$ cat src/hw/rtl/pcs_pkg.sv
// Shared types and constants of the piecewise contrast stretch core.
`timescale 1ns / 1ps

package pcs_pkg;

    localparam int unsigned PIX_W    = 8;
    localparam int unsigned PROD_W   = 2 * PIX_W;
    localparam int unsigned DIV_BITS = 4;              // quotient bits per divider stage
    localparam int unsigned DIV_STGS = PROD_W / DIV_BITS;
    localparam int unsigned ADDR_W   = 4;
    localparam int unsigned DATA_W   = 32;

    localparam logic [PIX_W-1:0] MAX_LEVEL = 8'd255;

    localparam logic [1:0] REG_LOW_IN   = 2'd0;
    localparam logic [1:0] REG_LOW_OUT  = 2'd1;
    localparam logic [1:0] REG_HIGH_IN  = 2'd2;
    localparam logic [1:0] REG_HIGH_OUT = 2'd3;

    localparam logic [PIX_W-1:0] RST_LOW_IN   = 8'd70;
    localparam logic [PIX_W-1:0] RST_LOW_OUT  = 8'd0;
    localparam logic [PIX_W-1:0] RST_HIGH_IN  = 8'd140;
    localparam logic [PIX_W-1:0] RST_HIGH_OUT = 8'd255;

    typedef struct packed {
        logic [PIX_W-1:0] low_break_in;
        logic [PIX_W-1:0] low_break_out;
        logic [PIX_W-1:0] high_break_in;
        logic [PIX_W-1:0] high_break_out;
    } t_cfg;

    // Payload of one beat in the divider chain. acc holds the remaining
    // dividend bits in its upper part and the quotient bits shifted in below.
    typedef struct packed {
        logic              neg;
        logic [PIX_W-1:0]  base;
        logic [PIX_W-1:0]  span;
        logic [PIX_W-1:0]  rem;
        logic [PROD_W-1:0] acc;
    } t_div_beat;

endpackage

$ cat src/hw/rtl/pcs_regs.sv
// Configuration register bank of the contrast stretch core, APB-style access.
`timescale 1ns / 1ps

module pcs_regs import pcs_pkg::*; (
    input  logic              i_clk,
    input  logic              i_rst_n,
    input  logic              psel,
    input  logic              penable,
    input  logic              pwrite,
    input  logic [ADDR_W-1:0] paddr,
    input  logic [DATA_W-1:0] pwdata,
    output logic [DATA_W-1:0] prdata,
    output logic              pready,
    output t_cfg              o_cfg
);

    t_cfg             r_cfg;
    logic [1:0]       reg_idx;
    logic [PIX_W-1:0] rd_val;

    assign pready  = 1'b1;
    assign reg_idx = paddr[ADDR_W-1:2];

    always_ff @(posedge i_clk) begin
        if (!i_rst_n) begin
            r_cfg.low_break_in   <= RST_LOW_IN;
            r_cfg.low_break_out  <= RST_LOW_OUT;
            r_cfg.high_break_in  <= RST_HIGH_IN;
            r_cfg.high_break_out <= RST_HIGH_OUT;
        end else if (psel && penable && pwrite) begin
            unique case (reg_idx)
                REG_LOW_IN:   r_cfg.low_break_in   <= pwdata[PIX_W-1:0];
                REG_LOW_OUT:  r_cfg.low_break_out  <= pwdata[PIX_W-1:0];
                REG_HIGH_IN:  r_cfg.high_break_in  <= pwdata[PIX_W-1:0];
                REG_HIGH_OUT: r_cfg.high_break_out <= pwdata[PIX_W-1:0];
                default:      ;
            endcase
        end
    end

    always_comb begin
        unique case (reg_idx)
            REG_LOW_IN:   rd_val = r_cfg.low_break_in;
            REG_LOW_OUT:  rd_val = r_cfg.low_break_out;
            REG_HIGH_IN:  rd_val = r_cfg.high_break_in;
            REG_HIGH_OUT: rd_val = r_cfg.high_break_out;
            default:      rd_val = '0;
        endcase
    end

    assign prdata = {{(DATA_W-PIX_W){1'b0}}, rd_val};
    assign o_cfg  = r_cfg;

endmodule

$ cat src/hw/rtl/pcs_seg.sv
// Segment selection and slope multiply: two register stages feeding the divider.
`timescale 1ns / 1ps

module pcs_seg import pcs_pkg::*; (
    input  logic             i_clk,
    input  logic             i_rst_n,
    input  t_cfg             i_cfg,
    input  logic             i_valid,
    input  logic [PIX_W-1:0] i_pixel,
    output logic             o_valid,
    output t_div_beat        o_beat
);

    typedef struct packed {
        logic             neg;
        logic [PIX_W-1:0] mag;
        logic [PIX_W-1:0] base;
        logic [PIX_W-1:0] offset;
        logic [PIX_W-1:0] span;
    } t_seg_beat;

    t_seg_beat        n_seg;
    t_seg_beat        r_seg;
    logic             r_seg_valid;
    t_div_beat        n_beat;
    t_div_beat        r_beat;
    logic             r_valid;
    logic [PIX_W-1:0] out1;
    logic [PIX_W:0]   diff;

    // Pick the segment; a zero first breakpoint gives a flat span of one.
    always_comb begin
        if (i_pixel <= i_cfg.low_break_in) begin
            n_seg.base   = '0;
            out1         = (i_cfg.low_break_in == '0) ? '0 : i_cfg.low_break_out;
            n_seg.offset = i_pixel;
            n_seg.span   = (i_cfg.low_break_in == '0) ? PIX_W'(1) : i_cfg.low_break_in;
        end else if (i_pixel <= i_cfg.high_break_in) begin
            n_seg.base   = i_cfg.low_break_out;
            out1         = i_cfg.high_break_out;
            n_seg.offset = i_pixel - i_cfg.low_break_in;
            n_seg.span   = i_cfg.high_break_in - i_cfg.low_break_in;
        end else begin
            n_seg.base   = i_cfg.high_break_out;
            out1         = MAX_LEVEL;
            n_seg.offset = i_pixel - i_cfg.high_break_in;
            n_seg.span   = MAX_LEVEL - i_cfg.high_break_in;
        end
        diff      = {1'b0, out1} - {1'b0, n_seg.base};
        n_seg.neg = diff[PIX_W];
        n_seg.mag = diff[PIX_W] ? PIX_W'(-diff) : diff[PIX_W-1:0];
    end

    always_comb begin
        n_beat.neg  = r_seg.neg;
        n_beat.base = r_seg.base;
        n_beat.span = r_seg.span;
        n_beat.rem  = '0;
        n_beat.acc  = r_seg.mag * r_seg.offset;
    end

    always_ff @(posedge i_clk) begin
        if (!i_rst_n) begin
            r_seg_valid <= 1'b0;
            r_valid     <= 1'b0;
        end else begin
            r_seg_valid <= i_valid;
            r_valid     <= r_seg_valid;
        end
    end

    always_ff @(posedge i_clk) begin
        r_seg  <= n_seg;
        r_beat <= n_beat;
    end

    assign o_valid = r_valid;
    assign o_beat  = r_beat;

endmodule

$ cat src/hw/rtl/pcs_div_stage.sv
// One stage of the pipelined restoring divider: a few quotient bits per beat.
`timescale 1ns / 1ps

module pcs_div_stage import pcs_pkg::*; (
    input  logic      i_clk,
    input  logic      i_rst_n,
    input  logic      i_valid,
    input  t_div_beat i_beat,
    output logic      o_valid,
    output t_div_beat o_beat
);

    t_div_beat n_beat;
    t_div_beat r_beat;
    logic      r_valid;

    always_comb begin
        logic [PIX_W:0] trial;
        n_beat = i_beat;
        for (int k = 0; k < DIV_BITS; k++) begin
            trial      = {n_beat.rem, n_beat.acc[PROD_W-1]};
            n_beat.acc = {n_beat.acc[PROD_W-2:0], 1'b0};
            if (trial >= {1'b0, n_beat.span}) begin
                trial         = trial - {1'b0, n_beat.span};
                n_beat.acc[0] = 1'b1;
            end
            n_beat.rem = trial[PIX_W-1:0];
        end
    end

    always_ff @(posedge i_clk) begin
        if (!i_rst_n) begin
            r_valid <= 1'b0;
        end else begin
            r_valid <= i_valid;
        end
    end

    always_ff @(posedge i_clk) begin
        r_beat <= n_beat;
    end

    assign o_valid = r_valid;
    assign o_beat  = r_beat;

endmodule

$ cat src/hw/rtl/piecewise_contrast_stretch_core.sv
// Top level of the piecewise linear contrast stretch core.
`timescale 1ns / 1ps

// Remap each 8-bit grey level through a three-segment linear curve set by two
// breakpoints held in APB registers. The core takes one pixel per clock: busy
// is never raised, so start may be held high on every cycle. Each pixel comes
// back on o_pixel_out with o_valid high for one cycle, in the order taken,
// after passing through the pipeline: segment select, one slope multiply, four
// divider stages of four quotient bits each, and a final stage that adds the
// segment base and clamps to 0..255. The receiver cannot stall the core and
// must take every beat as it appears. Write the registers only while no pixel
// is in flight.
module piecewise_contrast_stretch_core import pcs_pkg::*; (
    input  logic              i_clk,
    input  logic              i_rst_n,
    // pixel stream
    input  logic              start,
    output logic              busy,
    input  logic [PIX_W-1:0]  i_pixel_in,
    output logic              o_valid,
    output logic [PIX_W-1:0]  o_pixel_out,
    // register port
    input  logic              psel,
    input  logic              penable,
    input  logic              pwrite,
    input  logic [ADDR_W-1:0] paddr,
    input  logic [DATA_W-1:0] pwdata,
    output logic [DATA_W-1:0] prdata,
    output logic              pready
);

    t_cfg             cfg;
    logic             accept;
    logic             chain_valid [DIV_STGS+1];
    t_div_beat        chain_beat  [DIV_STGS+1];
    t_div_beat        last_beat;
    logic [PIX_W:0]   sum;
    logic [PIX_W-1:0] n_pixel;
    logic [PIX_W-1:0] r_pixel;
    logic             r_valid;

    // Fully pipelined: never hold off the source.
    assign busy   = 1'b0;
    assign accept = start && !busy;

    pcs_regs u_regs (
        .i_clk   (i_clk),
        .i_rst_n (i_rst_n),
        .psel    (psel),
        .penable (penable),
        .pwrite  (pwrite),
        .paddr   (paddr),
        .pwdata  (pwdata),
        .prdata  (prdata),
        .pready  (pready),
        .o_cfg   (cfg)
    );

    // Select the segment, then form |slope numerator| * offset.
    pcs_seg u_seg (
        .i_clk   (i_clk),
        .i_rst_n (i_rst_n),
        .i_cfg   (cfg),
        .i_valid (accept),
        .i_pixel (i_pixel_in),
        .o_valid (chain_valid[0]),
        .o_beat  (chain_beat[0])
    );

    // Divide the product magnitude by the segment span, a few bits a stage.
    for (genvar g = 0; g < DIV_STGS; g++) begin : g_div
        pcs_div_stage u_div (
            .i_clk   (i_clk),
            .i_rst_n (i_rst_n),
            .i_valid (chain_valid[g]),
            .i_beat  (chain_beat[g]),
            .o_valid (chain_valid[g+1]),
            .o_beat  (chain_beat[g+1])
        );
    end

    assign last_beat = chain_beat[DIV_STGS];

    // Apply the sign of the slope to the truncated quotient, add the base
    // and clamp. A falling segment clamps at zero, a rising one at full scale.
    always_comb begin
        sum = '0;
        if (last_beat.neg) begin
            if (last_beat.acc > PROD_W'(last_beat.base)) begin
                n_pixel = '0;
            end else begin
                n_pixel = last_beat.base - last_beat.acc[PIX_W-1:0];
            end
        end else if (last_beat.acc[PROD_W-1:PIX_W] != '0) begin
            n_pixel = MAX_LEVEL;
        end else begin
            sum     = {1'b0, last_beat.base} + {1'b0, last_beat.acc[PIX_W-1:0]};
            n_pixel = sum[PIX_W] ? MAX_LEVEL : sum[PIX_W-1:0];
        end
    end

    always_ff @(posedge i_clk) begin
        if (!i_rst_n) begin
            r_valid <= 1'b0;
        end else begin
            r_valid <= chain_valid[DIV_STGS];
        end
    end

    always_ff @(posedge i_clk) begin
        r_pixel <= n_pixel;
    end

    assign o_valid     = r_valid;
    assign o_pixel_out = r_pixel;

endmodule
$ cat config.mk
export PLATFORM = sky130hd
export DESIGN_NAME = piecewise_contrast_stretch_core
export DESIGN_NICKNAME = d
export VERILOG_FILES = /design/src/hw/rtl/pcs_pkg.sv /design/src/hw/rtl/pcs_regs.sv /design/src/hw/rtl/pcs_seg.sv /design/src/hw/rtl/pcs_div_stage.sv /design/src/hw/rtl/piecewise_contrast_stretch_core.sv
export SDC_FILE = /design/constraint.sdc
export NUM_CORES = 1
export LEC_CHECK = 0
export BUFFER_PORTS_ARGS = -buffer_cell sky130_fd_sc_hd__buf_4
export CAP_MARGIN = 10
export CORE_ASPECT_RATIO = 1.4
export CORE_UTILIZATION = 55
export CTS_CLUSTER_SIZE = 16
export DETAILED_ROUTE_END_ITERATION = 12
export PLACE_DENSITY_LB_ADDON = 0.1
export SLEW_MARGIN = 10
export SYNTH_ARGS = -nofsm -noshare
export SYNTH_HDL_FRONTEND = slang
export SYNTH_SLANG_ARGS = --single-unit
$ cat constraint.sdc
create_clock -name i_clk -period 21 [get_ports i_clk]
set_clock_uncertainty 0.2 [all_clocks]
set_input_delay 1.05 -clock i_clk [delete_from_list [all_inputs] [get_ports i_clk]]
set_output_delay 1.05 -clock i_clk [all_outputs]
set_load 0.02 [all_outputs]
==> report_table.html <==
<table>
<tr><th>Metric</th><th>Value</th></tr>
<tr><th colspan="2">Placed design</th></tr>
<tr><td>Input/output buffers</td><td>40</td></tr>
<tr><td>Final weighted congestion of routability-driven global placement</td><td>about 0.87</td></tr>
<tr><td>HPWL after detailed placement</td><td>~28 mm</td></tr>
<tr><th colspan="2">Synthesis</th></tr>
<tr><td>Count of flip-flops with a built-in enable after synthesis</td><td>0</td></tr>
<tr><td>Share of flip-flops with an asynchronous set or reset</td><td>0</td></tr>
<tr><td>Post-synthesis sequential area ratio</td><td>0.3049</td></tr>
<tr><td>Number of storage elements in the synthesis netlist</td><td>roughly 260</td></tr>
<tr><td>Unique cell type count in the Yosys netlist</td><td>79</td></tr>
<tr><td>Post-synthesis cell area</td><td>17,140 um2</td></tr>
<tr><td>Yosys warnings</td><td>0</td></tr>
<tr><td>Most common flop cell mapped by yosys</td><td>dfxtp_1</td></tr>
<tr><td>Count of mapped cells out of synthesis</td><td>between 1,500 and 2,000</td></tr>
<tr><td>Average size of a mapped cell</td><td>9.238 um2</td></tr>
<tr><th colspan="2">Outcome</th></tr>
<tr><td>Result of the run</td><td>finished clean</td></tr>
<tr><th colspan="2">Clocking</th></tr>
<tr><td>Number of buffers added for setup after CTS</td><td>0</td></tr>
<tr><td>CTS Hold Bufs</td><td>0</td></tr>
<tr><td>Max clock buf depth</td><td>3</td></tr>
<tr><td>H-tree lvl count</td><td>1</td></tr>
<tr><td>Cts bufs inserted</td><td>25</td></tr>
<tr><td>CTS root buffer</td><td>clkbuf_16</td></tr>
<tr><td>Post-cts resize count</td><td>0</td></tr>
<tr><td>CTS tree</td><td>done</td></tr>
<tr><td>Source-to-sink clock delay at the later pin of the worst-skew pair</td><td>~540 ps</td></tr>
<tr><td>Clock sink count</td><td>roughly 260</td></tr>
<tr><td>Worst-path clk slew</td><td>about 70 ps</td></tr>
<tr><th colspan="2">Timing</th></tr>
<tr><td>RSZ-0062 raised after global routing</td><td>false</td></tr>
<tr><td>Count of final hold-check violations</td><td>0</td></tr>
<tr><td>Minimum clock period after layout</td><td>9010 ps</td></tr>
<tr><td>Count of endpoints failing setup in the final report</td><td>0</td></tr>
<tr><td>Slew HR</td><td>0.2941</td></tr>
<tr><td>Achievable clock frequency</td><td>about 110 MHz</td></tr>
<tr><td>Summed negative setup slack over all endpoints</td><td>0 ps</td></tr>
<tr><td>Post-route clock period utilization</td><td>0.4290</td></tr>
<tr><td>Transition time of the tightest slew-check pin</td><td>1059 ps</td></tr>
<tr><td>Count of pins over their slew limit</td><td>0</td></tr>
<tr><th colspan="2">Die</th></tr>
<tr><td>Num rows</td><td>76</td></tr>
<tr><td>Number of top-level design ports</td><td>93</td></tr>
<tr><td>DIE WIDTH</td><td>between 150 and 200 um</td></tr>
<tr><td>Full die area</td><td>between 30,000 and 40,000 um2</td></tr>
<tr><td>Initial Util</td><td>0.5579</td></tr>
<tr><td>DIE HEIGHT</td><td>between 200 and 250 um</td></tr>
<tr><td>Core area</td><td>slightly above 30,000 um2</td></tr>
<tr><th colspan="2">Worst setup path</th></tr>
<tr><td>Largest fanout on the critical path</td><td>11</td></tr>
<tr><td>Stage delay of the slowest cell on the critical path</td><td>570 ps</td></tr>
<tr><td>CP Launch Type</td><td>flip-flop</td></tr>
<tr><td>Required time reported for the critical path endpoint</td><td>~21,000 ps</td></tr>
<tr><td>Type of the setup path with the least slack</td><td>flip-flop to flip-flop</td></tr>
<tr><td>Reg-to-reg slack, setup</td><td>11,990 ps</td></tr>
<tr><td>Kind of cell adding the most delay to the critical path</td><td>compound AO/OA/AOI/OAI gates</td></tr>
<tr><td>Arrival time of the worst setup path</td><td>between 9000 and 10,000 ps</td></tr>
<tr><td>CP Capture Type</td><td>flip-flop</td></tr>
<tr><td>Worst Path Buf+Inv</td><td>5</td></tr>
<tr><td>Most repeated library cell on the critical path</td><td>o21ai_0</td></tr>
<tr><td>Critical Path Slowest Stage Cell</td><td>o2111a_1</td></tr>
<tr><th colspan="2">Routing</th></tr>
<tr><td>Antenna violation net count after detailed routing</td><td>0</td></tr>
<tr><td>Vias per Instance</td><td>5.452</td></tr>
<tr><td>Number of DRC markers in iteration 0</td><td>roughly 430</td></tr>
<tr><td>Detailed-route wire length per cell</td><td>14.83 um</td></tr>
<tr><td>Wirelength, routed</td><td>34.10 mm</td></tr>
<tr><td>DRC violations left</td><td>0</td></tr>
<tr><td>Vias post-DR</td><td>roughly 13,000</td></tr>
<tr><td>First-pass iteration count of the detailed router</td><td>5</td></tr>
<tr><th colspan="2">Layout</th></tr>
<tr><td>Number of nets in the finished design</td><td>between 2,000 and 2,500</td></tr>
<tr><td>Number of fillers in the final layout</td><td>around 2,800</td></tr>
<tr><td>Fraction of final layout cells sized beyond drive strength 1</td><td>0.09167</td></tr>
<tr><td>Antenna diode count</td><td>0</td></tr>
<tr><td>Layout area overhead</td><td>8.258%</td></tr>
<tr><th colspan="2">Worst hold path</th></tr>
<tr><td>Classification of the worst-slack hold path</td><td>flip-flop to flip-flop</td></tr>
<tr><th colspan="2">GRT</th></tr>
<tr><td>Number of antenna violations at the first check in global routing</td><td>0</td></tr>
<tr><td>Largest net degree at the start of global routing</td><td>40</td></tr>
<tr><td>Number of global-route vias before repair</td><td>12,320</td></tr>
<tr><td>Global Route Usage Sum</td><td>0.2195</td></tr>
<tr><td>Wire length of the first global-routing pass</td><td>56.73 mm</td></tr>
<tr><td>Aggregate global routing overflow</td><td>0</td></tr>
<tr><th colspan="2">Run</th></tr>
<tr><td>Max-cap check violation count</td><td>0</td></tr>
</table>
-- worst paths after layout --
check             cells after the start                   endpoint                      start
setup reg to reg                     36  g_div[2].u_div.o_beat[18]  g_div[1].u_div.o_beat[28]
hold / removal                        0  g_div[2].u_div.o_beat[15]  g_div[1].u_div.o_beat[11]
setup / recovery                     36  g_div[2].u_div.o_beat[18]  g_div[1].u_div.o_beat[28]
hold reg to reg                       0  g_div[2].u_div.o_beat[15]  g_div[1].u_div.o_beat[11]
-- metrics by stage --
stage                     setup WS (ps)  hold WS, ps  cells  utilization  area, um2
after floorplan                   13390        109.6   1879            -      17230
after global placement            12050        109.7   2254       0.5769      17720
after detailed placement          11880        112.1   2254       0.5769      17720
after CTS                         11850        123.1   2299       0.6040      18550
after global routing              10980        129.3   2299       0.6040      18550
final                             11990        121.2   2299       0.6040      18550
-- synth_stat cells (all sizes together) (9+ instances only) --
master	count	share of area
nor2	102	0.022
and2	49	0.018
dfxtp	261	0.30
or2	9	0.0034
a21boi	10	0.0044
clkbuf	26	0.0057
a21oi	92	0.027
ha	213	0.16
xnor2	68	0.035
o211ai	10	0.0044
nor3	23	0.0070
o21bai	10	0.0044
a31oi	9	0.0042
a21o	34	0.015
o31ai	10	0.0044
o21ai	100	0.029
inv	202	0.045
mux2i	56	0.033
nand4	18	0.0066
mux2	57	0.039
o21a	21	0.0093
nand2	125	0.027
fa	56	0.065
nand2b	31	0.011
buf	35	0.015
nand3	34	0.0099
xor2	29	0.015
nor4	9	0.0042
and3	9	0.0033
nor2b	61	0.022
-- sequential cells by signal, summed over array words and instances, names as in the netlist --
register / cells
g_div.u_div.o_valid: 4
g_div.u_div.o_beat: 148
u_seg.r_seg_valid: 1
u_seg.r_seg: 16
u_seg.n_beat: 17
u_seg.o_valid: 1
u_regs.o_cfg: 32
o_valid: 1
o_pixel_out: 8
u_seg.o_beat: 33
-- cells by family (layout without fill, tap and decap cells) --
family,Yosys count,count (layout),synth area share
AND/OR/NAND/NOR,492,492,0.1454
AO/OA/AOI/OAI,350,350,0.1316
adder cells (fa/ha/maj),269,269,0.2209
buffers and inverters,263,293,0.06476
flip-flops,261,261,0.3049
multiplexers,121,121,0.08243
XOR/XNOR,97,97,0.04958
other,2,26,0.0004382
-- routing by layer --
| layer | track usage | part of all wire | vias up |
|---|---|---|---|
| li1 | - | - | 6372 |
| met1 | 0.2486 | 0.41 | 5953 |
| met2 | 0.4179 | 0.54 | 144 |
| met3 | 0.01922 | 0.019 | 65 |
| met4 | 0.07828 | 0.029 | 0 |
| met5 | 0 | 0 | - |
-- cell usage in the layout, fill, tap and decap left out, drive strengths merged, types with 46 or more instances in the layout --
cell type,count
a21oi,92
and2,49
buf,46
dfxtp,261
fa,56
ha,213
inv,207
mux2,57
mux2i,56
nand2,125
nor2,102
nor2b,61
o21ai,100
xnor2,68
-- area by class of cell --
type / count / area, um2 / area share
Clock buffer: 28 / 656.9 / 0.03541
Clock inverter: 17 / 176.4 / 0.009510
Inverter: 202 / 763.2 / 0.04114
Multi-Input combinational cell: 1355 / 10900 / 0.5874
Sequential cell: 261 / 5225 / 0.2816
Tap cell: 390 / 488.0 / 0.02630
Timing Repair Buffer: 46 / 345.3 / 0.01861
-- worst register-to-register path, delay by kind of cell (launching register included) --
kind	cells	cell delay (ps)
AO/OA/AOI/OAI	16	4070
adder cells (fa/ha/maj)	4	1250
buffers and inverters	5	670
flip-flops	1	310
multiplexers	2	760
AND/OR/NAND/NOR	9	1630
Power is not shown: default switching activity piles up to over one toggle a cycle in this logic, so the estimate is an artifact.
